<file path="src/design/rrs_pkg.sv">
// Shared types and constants for the rounded rectangle row span pipeline.
package rrs_pkg;

  // Sides saturate at this size before any other use.
  localparam logic [15:0] MAX_SIDE = 16'd4095;

  // Clamped radius is at most half of a 12 bit side, so 11 bits.
  localparam int RAD_W = 11;

  // One search stage for each bit of the corner inset.
  localparam int SEARCH_BITS = RAD_W;

  // Width of the squared-distance slack, 4r^2 - dy^2 < 2^24.
  localparam int SLACK_W = 24;

  // Work item carried down the search pipeline.
  typedef struct packed {
    logic                     ok;     // row holds a span before the width check
    logic signed [15:0]       x;      // left edge of the rectangle
    logic signed [16:0]       sy;     // screen row
    logic [11:0]              w;      // saturated width
    logic [RAD_W-1:0]         rs;     // search range, zero when no inset applies
    logic [SLACK_W-1:0]       slack;  // 4r^2 - dy^2 for this row
    logic [RAD_W-1:0]         acc;    // inset found so far
  } rrs_item_t;

endpackage

</file>
<file path="src/design/rrs_setup.sv">
// Three setup stages: clamping and row classification, then the corner slack product.
module rrs_setup
  import rrs_pkg::*;
(
  input  logic               clk,
  input  logic               rst_n,
  input  logic               en,
  input  logic               vld_i,
  input  logic signed [15:0] rect_x,
  input  logic signed [15:0] rect_y,
  input  logic [11:0]        rect_w,
  input  logic [11:0]        rect_h,
  input  logic [11:0]        corner_radius,
  input  logic [11:0]        row_index,
  output logic               vld_o,
  output rrs_item_t          item_o
);

  // Stage A: saturate sides, clamp radius, pick the corner distance.
  logic [11:0]      w_c;
  logic [11:0]      h_c;
  logic [11:0]      min_side;
  logic [RAD_W-1:0] max_r;
  logic [RAD_W-1:0] rad_c;
  logic [11:0]      dist_bot;
  logic             top_row;
  logic             bot_row;
  logic             corner;

  logic             a_vld_r;
  rrs_item_t        a_item_r;
  rrs_item_t        a_item_nxt;
  logic [RAD_W-1:0] a_d_r;
  logic [RAD_W-1:0] a_d_nxt;

  always_comb begin
    w_c      = (16'(rect_w) > MAX_SIDE) ? MAX_SIDE[11:0] : rect_w;
    h_c      = (16'(rect_h) > MAX_SIDE) ? MAX_SIDE[11:0] : rect_h;
    min_side = (w_c < h_c) ? w_c : h_c;
    max_r    = min_side[11:1];
    rad_c    = (corner_radius > {1'b0, max_r}) ? max_r : corner_radius[RAD_W-1:0];
    dist_bot = h_c - 12'd1 - row_index;
    top_row  = row_index < {1'b0, rad_c};
    bot_row  = row_index >= (h_c - {1'b0, rad_c});
    corner   = (rad_c != '0) && (top_row || bot_row);

    a_item_nxt.ok    = (w_c != 12'd0) && (h_c != 12'd0) && (row_index < h_c);
    a_item_nxt.x     = rect_x;
    a_item_nxt.sy    = {rect_y[15], rect_y} + {5'd0, row_index};
    a_item_nxt.w     = w_c;
    a_item_nxt.rs    = corner ? rad_c : '0;
    a_item_nxt.slack = '0;
    a_item_nxt.acc   = '0;
    a_d_nxt          = top_row ? row_index[RAD_W-1:0] : dist_bot[RAD_W-1:0];
  end

  // Stage B: factors of 4r^2 - (2r-1-2d)^2 = (2d+1)(4r-2d-1).
  logic             b_vld_r;
  rrs_item_t        b_item_r;
  logic [11:0]      b_fa_r;
  logic [11:0]      b_fa_nxt;
  logic [12:0]      b_fb_r;
  logic [12:0]      b_fb_nxt;

  always_comb begin
    b_fa_nxt = {a_d_r, 1'b1};
    b_fb_nxt = {a_item_r.rs, 2'b00} - {1'b0, a_d_r, 1'b0} - 13'd1;
  end

  // Stage C: the slack product.
  logic             c_vld_r;
  rrs_item_t        c_item_r;
  rrs_item_t        c_item_nxt;
  logic [24:0]      slack_full;

  always_comb begin
    slack_full       = {13'd0, b_fa_r} * {12'd0, b_fb_r};
    c_item_nxt       = b_item_r;
    c_item_nxt.slack = slack_full[SLACK_W-1:0];
  end

  always_ff @(posedge clk) begin
    if (!rst_n) begin
      a_vld_r <= 1'b0;
      b_vld_r <= 1'b0;
      c_vld_r <= 1'b0;
    end else if (en) begin
      a_vld_r <= vld_i;
      b_vld_r <= a_vld_r;
      c_vld_r <= b_vld_r;
    end
  end

  always_ff @(posedge clk) begin
    if (en) begin
      a_item_r <= a_item_nxt;
      a_d_r    <= a_d_nxt;
      b_item_r <= a_item_r;
      b_fa_r   <= b_fa_nxt;
      b_fb_r   <= b_fb_nxt;
      c_item_r <= c_item_nxt;
    end
  end

  assign vld_o  = c_vld_r;
  assign item_o = c_item_r;

endmodule

</file>
<file path="src/design/rrs_search_stage.sv">
// One bit of the corner inset search: tries setting bit BIT of the inset.
module rrs_search_stage
  import rrs_pkg::*;
#(
  parameter int BIT = 0
) (
  input  logic      clk,
  input  logic      rst_n,
  input  logic      en,
  input  logic      vld_i,
  input  rrs_item_t item_i,
  output logic      vld_o,
  output rrs_item_t item_o
);

  logic [11:0]  cand;
  logic         fits;
  logic [11:0]  mag;
  logic [23:0]  sq;
  logic         take;

  logic         vld_r;
  rrs_item_t    item_r;
  rrs_item_t    item_nxt;

  // Column cand-1 lies outside the arc when |dx|^2 exceeds the slack,
  // so the inset is at least cand.
  always_comb begin
    cand         = {1'b0, item_i.acc} | (12'd1 << BIT);
    fits         = cand <= {1'b0, item_i.rs};
    mag          = {item_i.rs, 1'b0} + 12'd1 - {cand[RAD_W-1:0], 1'b0};
    sq           = {12'd0, mag} * {12'd0, mag};
    take         = fits && (sq > item_i.slack);
    item_nxt     = item_i;
    item_nxt.acc = take ? cand[RAD_W-1:0] : item_i.acc;
  end

  always_ff @(posedge clk) begin
    if (!rst_n) begin
      vld_r <= 1'b0;
    end else if (en) begin
      vld_r <= vld_i;
    end
  end

  always_ff @(posedge clk) begin
    if (en) begin
      item_r <= item_nxt;
    end
  end

  assign vld_o  = vld_r;
  assign item_o = item_r;

endmodule

</file>
<file path="src/design/rounded_rect_row_span.sv">
// Top level of the rounded rectangle row span pipeline.
// This block takes one request per clock while in_stall is low: a rectangle with
// a corner radius and a row index, and returns the horizontal span that the
// rounded rectangle covers on that row. Every request gives exactly one result,
// with span_valid low and all other fields zero when the row is empty. Results
// come back in request order through three setup stages, an eleven stage inset
// search that decides one bit of the corner inset per stage, and the output
// register. Throughput is one request per cycle while the output side keeps up.
// When a result waits at the output and out_stall is high, the whole pipeline
// holds and in_stall is raised; no request is lost or repeated.
module rounded_rect_row_span
  import rrs_pkg::*;
(
  input  logic               clk,
  input  logic               rst_n,

  input  logic               in_valid,
  output logic               in_stall,
  input  logic signed [15:0] in_rect_x,
  input  logic signed [15:0] in_rect_y,
  input  logic [11:0]        in_rect_w,
  input  logic [11:0]        in_rect_h,
  input  logic [11:0]        in_corner_radius,
  input  logic [11:0]        in_row_index,

  output logic               out_valid,
  input  logic               out_stall,
  output logic signed [16:0] out_span_x,
  output logic signed [16:0] out_span_y,
  output logic [11:0]        out_span_w,
  output logic               out_span_valid
);

  // The pipeline advances whenever the output register is free or being drained.
  logic en;

  logic              chain_vld  [0:SEARCH_BITS];
  rrs_item_t         chain_item [0:SEARCH_BITS];

  logic              out_valid_r;
  logic signed [16:0] span_x_r;
  logic signed [16:0] span_x_nxt;
  logic signed [16:0] span_y_r;
  logic signed [16:0] span_y_nxt;
  logic [11:0]       span_w_r;
  logic [11:0]       span_w_nxt;
  logic              span_valid_r;
  logic              span_valid_nxt;

  rrs_item_t         last;
  logic [11:0]       twice_inset;

  assign en       = !out_valid_r || !out_stall;
  assign in_stall = !en;

  rrs_setup u_setup (
    .clk           (clk),
    .rst_n         (rst_n),
    .en            (en),
    .vld_i         (in_valid),
    .rect_x        (in_rect_x),
    .rect_y        (in_rect_y),
    .rect_w        (in_rect_w),
    .rect_h        (in_rect_h),
    .corner_radius (in_corner_radius),
    .row_index     (in_row_index),
    .vld_o         (chain_vld[0]),
    .item_o        (chain_item[0])
  );

  // The search runs from the top bit of the inset down to bit zero.
  for (genvar k = 0; k < SEARCH_BITS; k++) begin : g_search
    rrs_search_stage #(
      .BIT (SEARCH_BITS - 1 - k)
    ) u_stage (
      .clk    (clk),
      .rst_n  (rst_n),
      .en     (en),
      .vld_i  (chain_vld[k]),
      .item_i (chain_item[k]),
      .vld_o  (chain_vld[k+1]),
      .item_o (chain_item[k+1])
    );
  end

  // Final step: the span is the width less the inset on both sides. A row that
  // has no pixels left, or that was empty from the start, reports all zeros.
  always_comb begin
    last           = chain_item[SEARCH_BITS];
    twice_inset    = {last.acc, 1'b0};
    span_valid_nxt = last.ok && (last.w > twice_inset);
    if (span_valid_nxt) begin
      span_x_nxt = {last.x[15], last.x} + {6'd0, last.acc};
      span_y_nxt = last.sy;
      span_w_nxt = last.w - twice_inset;
    end else begin
      span_x_nxt = '0;
      span_y_nxt = '0;
      span_w_nxt = '0;
    end
  end

  always_ff @(posedge clk) begin
    if (!rst_n) begin
      out_valid_r <= 1'b0;
    end else if (en) begin
      out_valid_r <= chain_vld[SEARCH_BITS];
    end
  end

  always_ff @(posedge clk) begin
    if (en) begin
      span_x_r     <= span_x_nxt;
      span_y_r     <= span_y_nxt;
      span_w_r     <= span_w_nxt;
      span_valid_r <= span_valid_nxt;
    end
  end

  assign out_valid      = out_valid_r;
  assign out_span_x     = span_x_r;
  assign out_span_y     = span_y_r;
  assign out_span_w     = span_w_r;
  assign out_span_valid = span_valid_r;

  // A drawn span always covers at least one pixel.
  a_span_nonempty: assert property (@(posedge clk) disable iff (!rst_n)
    (out_valid && out_span_valid) |-> (out_span_w != 12'd0))
    else $error("drawn span has zero width");

  // An empty row carries zero in every field.
  a_empty_zero: assert property (@(posedge clk) disable iff (!rst_n)
    (out_valid && !out_span_valid) |->
      (out_span_x == 17'sd0 && out_span_y == 17'sd0 && out_span_w == 12'd0))
    else $error("empty row carries nonzero fields");

  // A request leaving the last search stage on an advancing clock reaches the output.
  a_search_to_out: assert property (@(posedge clk) disable iff (!rst_n)
    (chain_vld[SEARCH_BITS] && en) |=> out_valid)
    else $error("request from the search chain was dropped");

endmodule
</file>
<file path="config.mk">
export PLATFORM = sky130hd
export DESIGN_NAME = rounded_rect_row_span
export DESIGN_NICKNAME = d
export VERILOG_FILES = /design/src/design/rrs_pkg.sv /design/src/design/rrs_setup.sv /design/src/design/rrs_search_stage.sv /design/src/design/rounded_rect_row_span.sv
export SDC_FILE = /design/constraint.sdc
export NUM_CORES = 2
export LEC_CHECK = 0
export BUFFER_PORTS_ARGS = -buffer_cell sky130_fd_sc_hd__clkbuf_2
export CORE_MARGIN = 2
export CORE_UTILIZATION = 70
export DETAILED_ROUTE_END_ITERATION = 10
export MAX_ROUTING_LAYER = met4
export PLACE_DENSITY = 0.85
export SLEW_MARGIN = 20
export SYNTH_ARGS = -nofsm -noshare
export SYNTH_HDL_FRONTEND = slang
export SYNTH_SLANG_ARGS = --single-unit
</file>
<file path="constraint.sdc">
create_clock -name clk -period 82 [get_ports clk]
set_input_delay 8.2 -clock clk [delete_from_list [all_inputs] [get_ports clk]]
set_output_delay 8.2 -clock clk [all_outputs]
set_load 0.02 [all_outputs]
</file>
Word-level counts from Yosys, hierarchy flattened
Cells that the tools add are included.

storage, ports and cells
  bits in registers = 1269
  input port bits = 84
  output and inout port bits = 49
  logic and storage cells = 220

operators by class
  add/sub/neg operators = 30
  multiply operators = 12
  $lt $le $gt $ge = 28
  muxes and demuxes = 3
  reduce and logical (&&, ||, !) cells = 23

operators with widths
  operator                                                               number
  24-bit greater-than comparator                                         11
  12-bit by 12-bit multiplier with 24-bit output                         11
  12-bit by 1-bit adder with 12-bit output (second input constant)       11
  12-bit subtractor                                                      11
  11-bit <= comparator                                                   10
  12-bit < comparator                                                    2
  12-bit by 13-bit multiplier with 24-bit output                         1
  12-bit nonzero test                                                    2
  11-bit two-way mux                                                     2
  16-bit by 12-bit adder with 17-bit output                              1
  16-bit by 13-bit adder with 17-bit output                              1
  1-bit logical AND                                                      15
  13-bit by 1-bit subtractor with 13-bit output (second input constant)  1
  13-bit by 12-bit subtractor with 13-bit output                         1
  12-bit >= comparator                                                   1
  12-bit by 11-bit greater-than comparator with 1-bit output             1
  12-bit greater-than comparator                                         1
  12-bit by 11-bit < comparator with 1-bit output                        1
  12-bit two-way mux                                                     1
  12-bit by 11-bit subtractor with 12-bit output                         1
  12-bit subtractor (second input constant)                              1
  11-bit <= comparator (first input constant)                            1
  11-bit nonzero test                                                    1
  11-bit by 1-bit subtractor with 11-bit output (second input constant)  1
  3 further kinds                                                        6

Depth between registers and ports, before layout
  depth in word-level cells = 8
  depth in mapped cells = 43
  depth with buffers taken out = 43

Cells and area by module
A second synthesis with hierarchy kept.

second synthesis, totals
  cell total of the unflattened synthesis = 9628
  area total of the unflattened synthesis = 106952.6 um2

modules (own cells, without submodules)
  module                                   instances  cells an instance  area each (um2)  seq. area each (um2)
  rrs_setup                                1          1311               15603.7          6906.6
  rrs_search_stage (g_search[6].u_stage)   1          740                8176.6           2782.7
  rrs_search_stage (g_search[1].u_stage)   1          748                8126.5           2782.7
  rrs_search_stage (g_search[9].u_stage)   1          730                8096.5           2782.7
  rrs_search_stage (g_search[2].u_stage)   1          744                8087.8           2782.7
  rrs_search_stage (g_search[0].u_stage)   1          743                8072.7           2782.7
  rrs_search_stage (g_search[4].u_stage)   1          748                8069.0           2782.7
  rrs_search_stage (g_search[10].u_stage)  1          724                8016.4           2782.7
  rrs_search_stage (g_search[3].u_stage)   1          717                7957.6           2782.7
  rrs_search_stage (g_search[8].u_stage)   1          707                7935.1           2782.7
  rrs_search_stage (g_search[5].u_stage)   1          706                7867.5           2782.7
  rrs_search_stage (g_search[7].u_stage)   1          712                7857.5           2782.7
  rounded_rect_row_span                    1          298                3085.5           1431.4

Least setup slack after synthesis
No wires, ideal clock.

  path kind = input -> register
  start point = input out_stall
  end point = register g_search[0].u_stage.item_r (netlist bit g_search[0].u_stage.item_o[10]) (enable)
  setup time = 2.013 ns
  data arrival time = 40.402 ns
  required time = 79.987 ns
  slack = 39.586 ns
  cell stages on the path = 2
  buffers on the path = 1
  cells stage by stage = nand2_1 clkbuf_1

between the ends
  longest elaborated chain between the ends = 2

RTL lines
  item                  RTL line                     source
  start, declared       rounded_rect_row_span.sv:27  input logic out_stall,
  1-bit logical NOT     rounded_rect_row_span.sv:53  assign en = !out_valid_r || !out_stall;
  1-bit logical OR      rounded_rect_row_span.sv:53
  end signal, assigned  rrs_search_stage.sv:48       item_r <= item_nxt;
  end, declared         rrs_search_stage.sv:23       rrs_item_t item_r;

No other way between the ends.
A chain may end at the register's enable or synchronous reset.

Final worst setup path
  start point = input out_stall
  end point = output in_stall

between the ends
  longest elaborated chain between the ends = 3

RTL lines
  item               RTL line                     source
  1-bit logical NOT  rounded_rect_row_span.sv:53
  1-bit logical OR   rounded_rect_row_span.sv:53
  1-bit logical NOT  rounded_rect_row_span.sv:54  assign in_stall = !en;
  end, declared      rounded_rect_row_span.sv:18  output logic in_stall,

No other way between the ends.

==> impl_metrics.toml <==
[cells_and_area]
seq_area_um2 = 35900
syn_to_final_growth_pct = 7.18
design_area_um2 = 105000
fill_cells = 8490
multiInputGateArea_um2 = 53900
drive_above_1_share_pct = 4.46
final_nets = 11300

[yosys]
synth_top_family_by_area = "adder cells"
ys.flop_type = "edfxtp_1"
async_flop_share_pct = 0
synth_fp_nets = 11100
syn_area_um2 = 97900
synth_compound_area_share_pct = 6.50
ys.warnings.count = 0
synth_top_area_share_pct = 36.4
synth_largest_area_cell = "edfxtp_1"
synth_fa_ha_area_share_pct = 36.4
ys_types = 85
synth_xor_area_share_pct = 3.98
synth_edf_count = 1187
syn_area_per_cell_um2 = 11.2
ys_ff_latch = 1202
synth.most_common_cell = "inv_1"
seq_area_frac_synth_pct = 36.7
synth_area_leaders = "edfxtp_1, fa_1, ha_1, inv_1, xnor2_1"
synthSimpleGateAreaFrac_pct = 7.99
synthMuxAreaShare_pct = 0.169
syn_inst = 8768
synth.top_cells.by_count = "inv_1, ha_1, edfxtp_1, fa_1, nor2_1"

[sta]
tightest_slew_ns = 1.18
fin_setup_tns_ns = 0
slew_headroom_pct = 21.0
hold_viol = 0
finClkSkew_ns = 0.0638
fmax_mhz = 56.6
setup_violations = 0
final_max_slew_viol_count = 0
rsz0062_at_grt = "false"
final.setup.worst_slack_ns = 64.32
min_period_ns = 17.68
post-route-period-util_pct = 21.6

[placement]
place_ws_ns = 64.42
dpl_cell_area_um2 = 101000
gp_congestion = 0.974
hpwl_um = 170000
io_buffers = 132

[clock_tree]
clk_path_buf_depth = 3
htreeDepth = 3
ctsResizeCount = 0
clkTransAtPathRegs_ns = 0.07
cts_hold_buf = 0
cts_tree = "yes"
clockRootBuffer = "clkbuf_16"
clock_sinks = 1202
insertion_delay_ns = 0.73
cts_setup_buffers = 0
cts_made_buffers = 112

[die]
fp.dieH_um = 378
ios = 133
die_area_um2 = 143000
start_util_pct = 70.3
die_w_um = 378
core_um2 = 139000
rows = 137

[worst_setup_path]
worst-path-max-fanout = 47
end_kind = "output port"
crit_required_ns = 73.80
critPathKind = "input port to output port"
worstSetupStartpointType = "input port"
worst_ep_arrival_time_ns = 9.48

[grt]
overflow = 0
antenna_found_initial = 14
grt_pass1_vias = 70300
grt_max_degree = 198
grt_usage_pct = 36.9
grt_pass1_wl_um = 387000

[detailed_routing]
postRouteAntennaNets = 0
vias_per_cell = 5.99
first_iter_violations = 6931
drc = 3
wirelength_um = 246000
first_pass_iters = 11
num_vias = 65800
avgRoutedWirePerCell_um = 22.4

[run]
drv_cap = 0

[outcome]
violations = "design-rule violations"
status = "finished with violations"

[min_path]
hp-class = "flop to flop"
-- metal layers --
metal  vias up  wire length, um  track usage [%]  share of wire, %
met4         0            17800             21.1               7.2
li1      28900                -                -                 -
met1     31900            86900             42.1                35
met3      1280            23000             10.2               9.3
met5         -                0                -                 0
met2      3618           119000             58.7                48
-- final timing paths --
path	cells past startpoint	startpoint	slack (ns)	to
worst max-delay path	4	out_stall	64.32	in_stall
worst min-delay path	0	g_search[4].u_stage.item_o[84]	0.40	g_search[5].u_stage.item_o[84]
worst max register to register	39	g_search[5].u_stage.item_o[36]	71.23	g_search[6].u_stage.item_o[4]
worst min register to register	0	g_search[4].u_stage.item_o[84]	0.40	g_search[5].u_stage.item_o[84]
-- worst max-delay path: stages --
cell	delay, ns
clkbuf_2	0.10
nand2_4	0.46
inv_1	0.43
clkbuf_2	0.27
-- placed cells by master (no fill, tap or decap), drive strengths merged, types with 14 or more instances in the layout --
| cell | instances |
|---|---|
| nand3 | 71 |
| o21a | 51 |
| edfxtp | 1187 |
| o21ai | 191 |
| nor3 | 91 |
| clkinv | 72 |
| xnor2 | 317 |
| nand4 | 79 |
| a21o | 173 |
| nand2 | 476 |
| bufinv | 14 |
| a211oi | 24 |
| inv | 2036 |
| a21oi | 310 |
| xor2 | 123 |
| a21boi | 35 |
| o21bai | 59 |
| or2 | 15 |
| clkbuf | 266 |
| fa | 983 |
| a31oi | 26 |
| nand2b | 69 |
| dfxtp | 15 |
| and2 | 118 |
| and3 | 31 |
| or3 | 15 |
| nor4 | 14 |
| ha | 1278 |
| o211ai | 18 |
| nor2b | 72 |
| buf | 54 |
| nor2 | 645 |
-- logic make-up after synthesis --
| logic type | after synthesis |
|---|---|
| adders and majority gates | 2261 |
| buffers and inverters | 2134 |
| and+or+nand+nor | 1721 |
| DFF | 1202 |
| AOI/OAI and AO/OA | 993 |
| xor gates and xnor gates | 440 |
| muxes | 16 |
| other | 1 |
-- per-stage QoR --
step / hold slack [ns] / instances / utilization (%)
2_1_floorplan: 0.400 / 8768 / -
3_3_place_gp: 0.400 / 10800 / 72.6
3_5_place_dp: 0.405 / 10800 / 72.6
4_1_cts: 0.396 / 11000 / 75.3
5_1_grt: 0.402 / 11000 / 75.4
6_report: 0.401 / 11000 / 75.4
-- layout make-up --
type | count | share of cell area, %
Multi-Input combinational cell | 5432 | 51.4
Timing Repair Buffer | 186 | 1.05
Clock buffer | 134 | 2.81
Antenna cell | 13 | 0.0310
Inverter | 2056 | 7.36
Tap cell | 1876 | 2.24
Sequential cell | 1202 | 34.3
Clock inverter | 73 | 0.848
-- flip-flops by register name, summed over array words and instances (netlist names), 11 cells and up --
| signal | cells |
|---|---|
| out_span_y | 17 |
| out_span_w | 12 |
| u_setup.item_o | 80 |
| u_setup.a_d_r | 11 |
| u_setup.b_fb_r | 12 |
| out_span_x | 17 |
| g_search.u_stage.item_o | 912 |
| u_setup.a_item_r | 57 |
| u_setup.b_fa_r | 11 |
| g_search.u_stage.vld_o | 11 |
| u_setup.b_item_r | 57 |
Power is not shown: default switching activity piles up to over one toggle a cycle in this logic, so the estimate is an artifact.
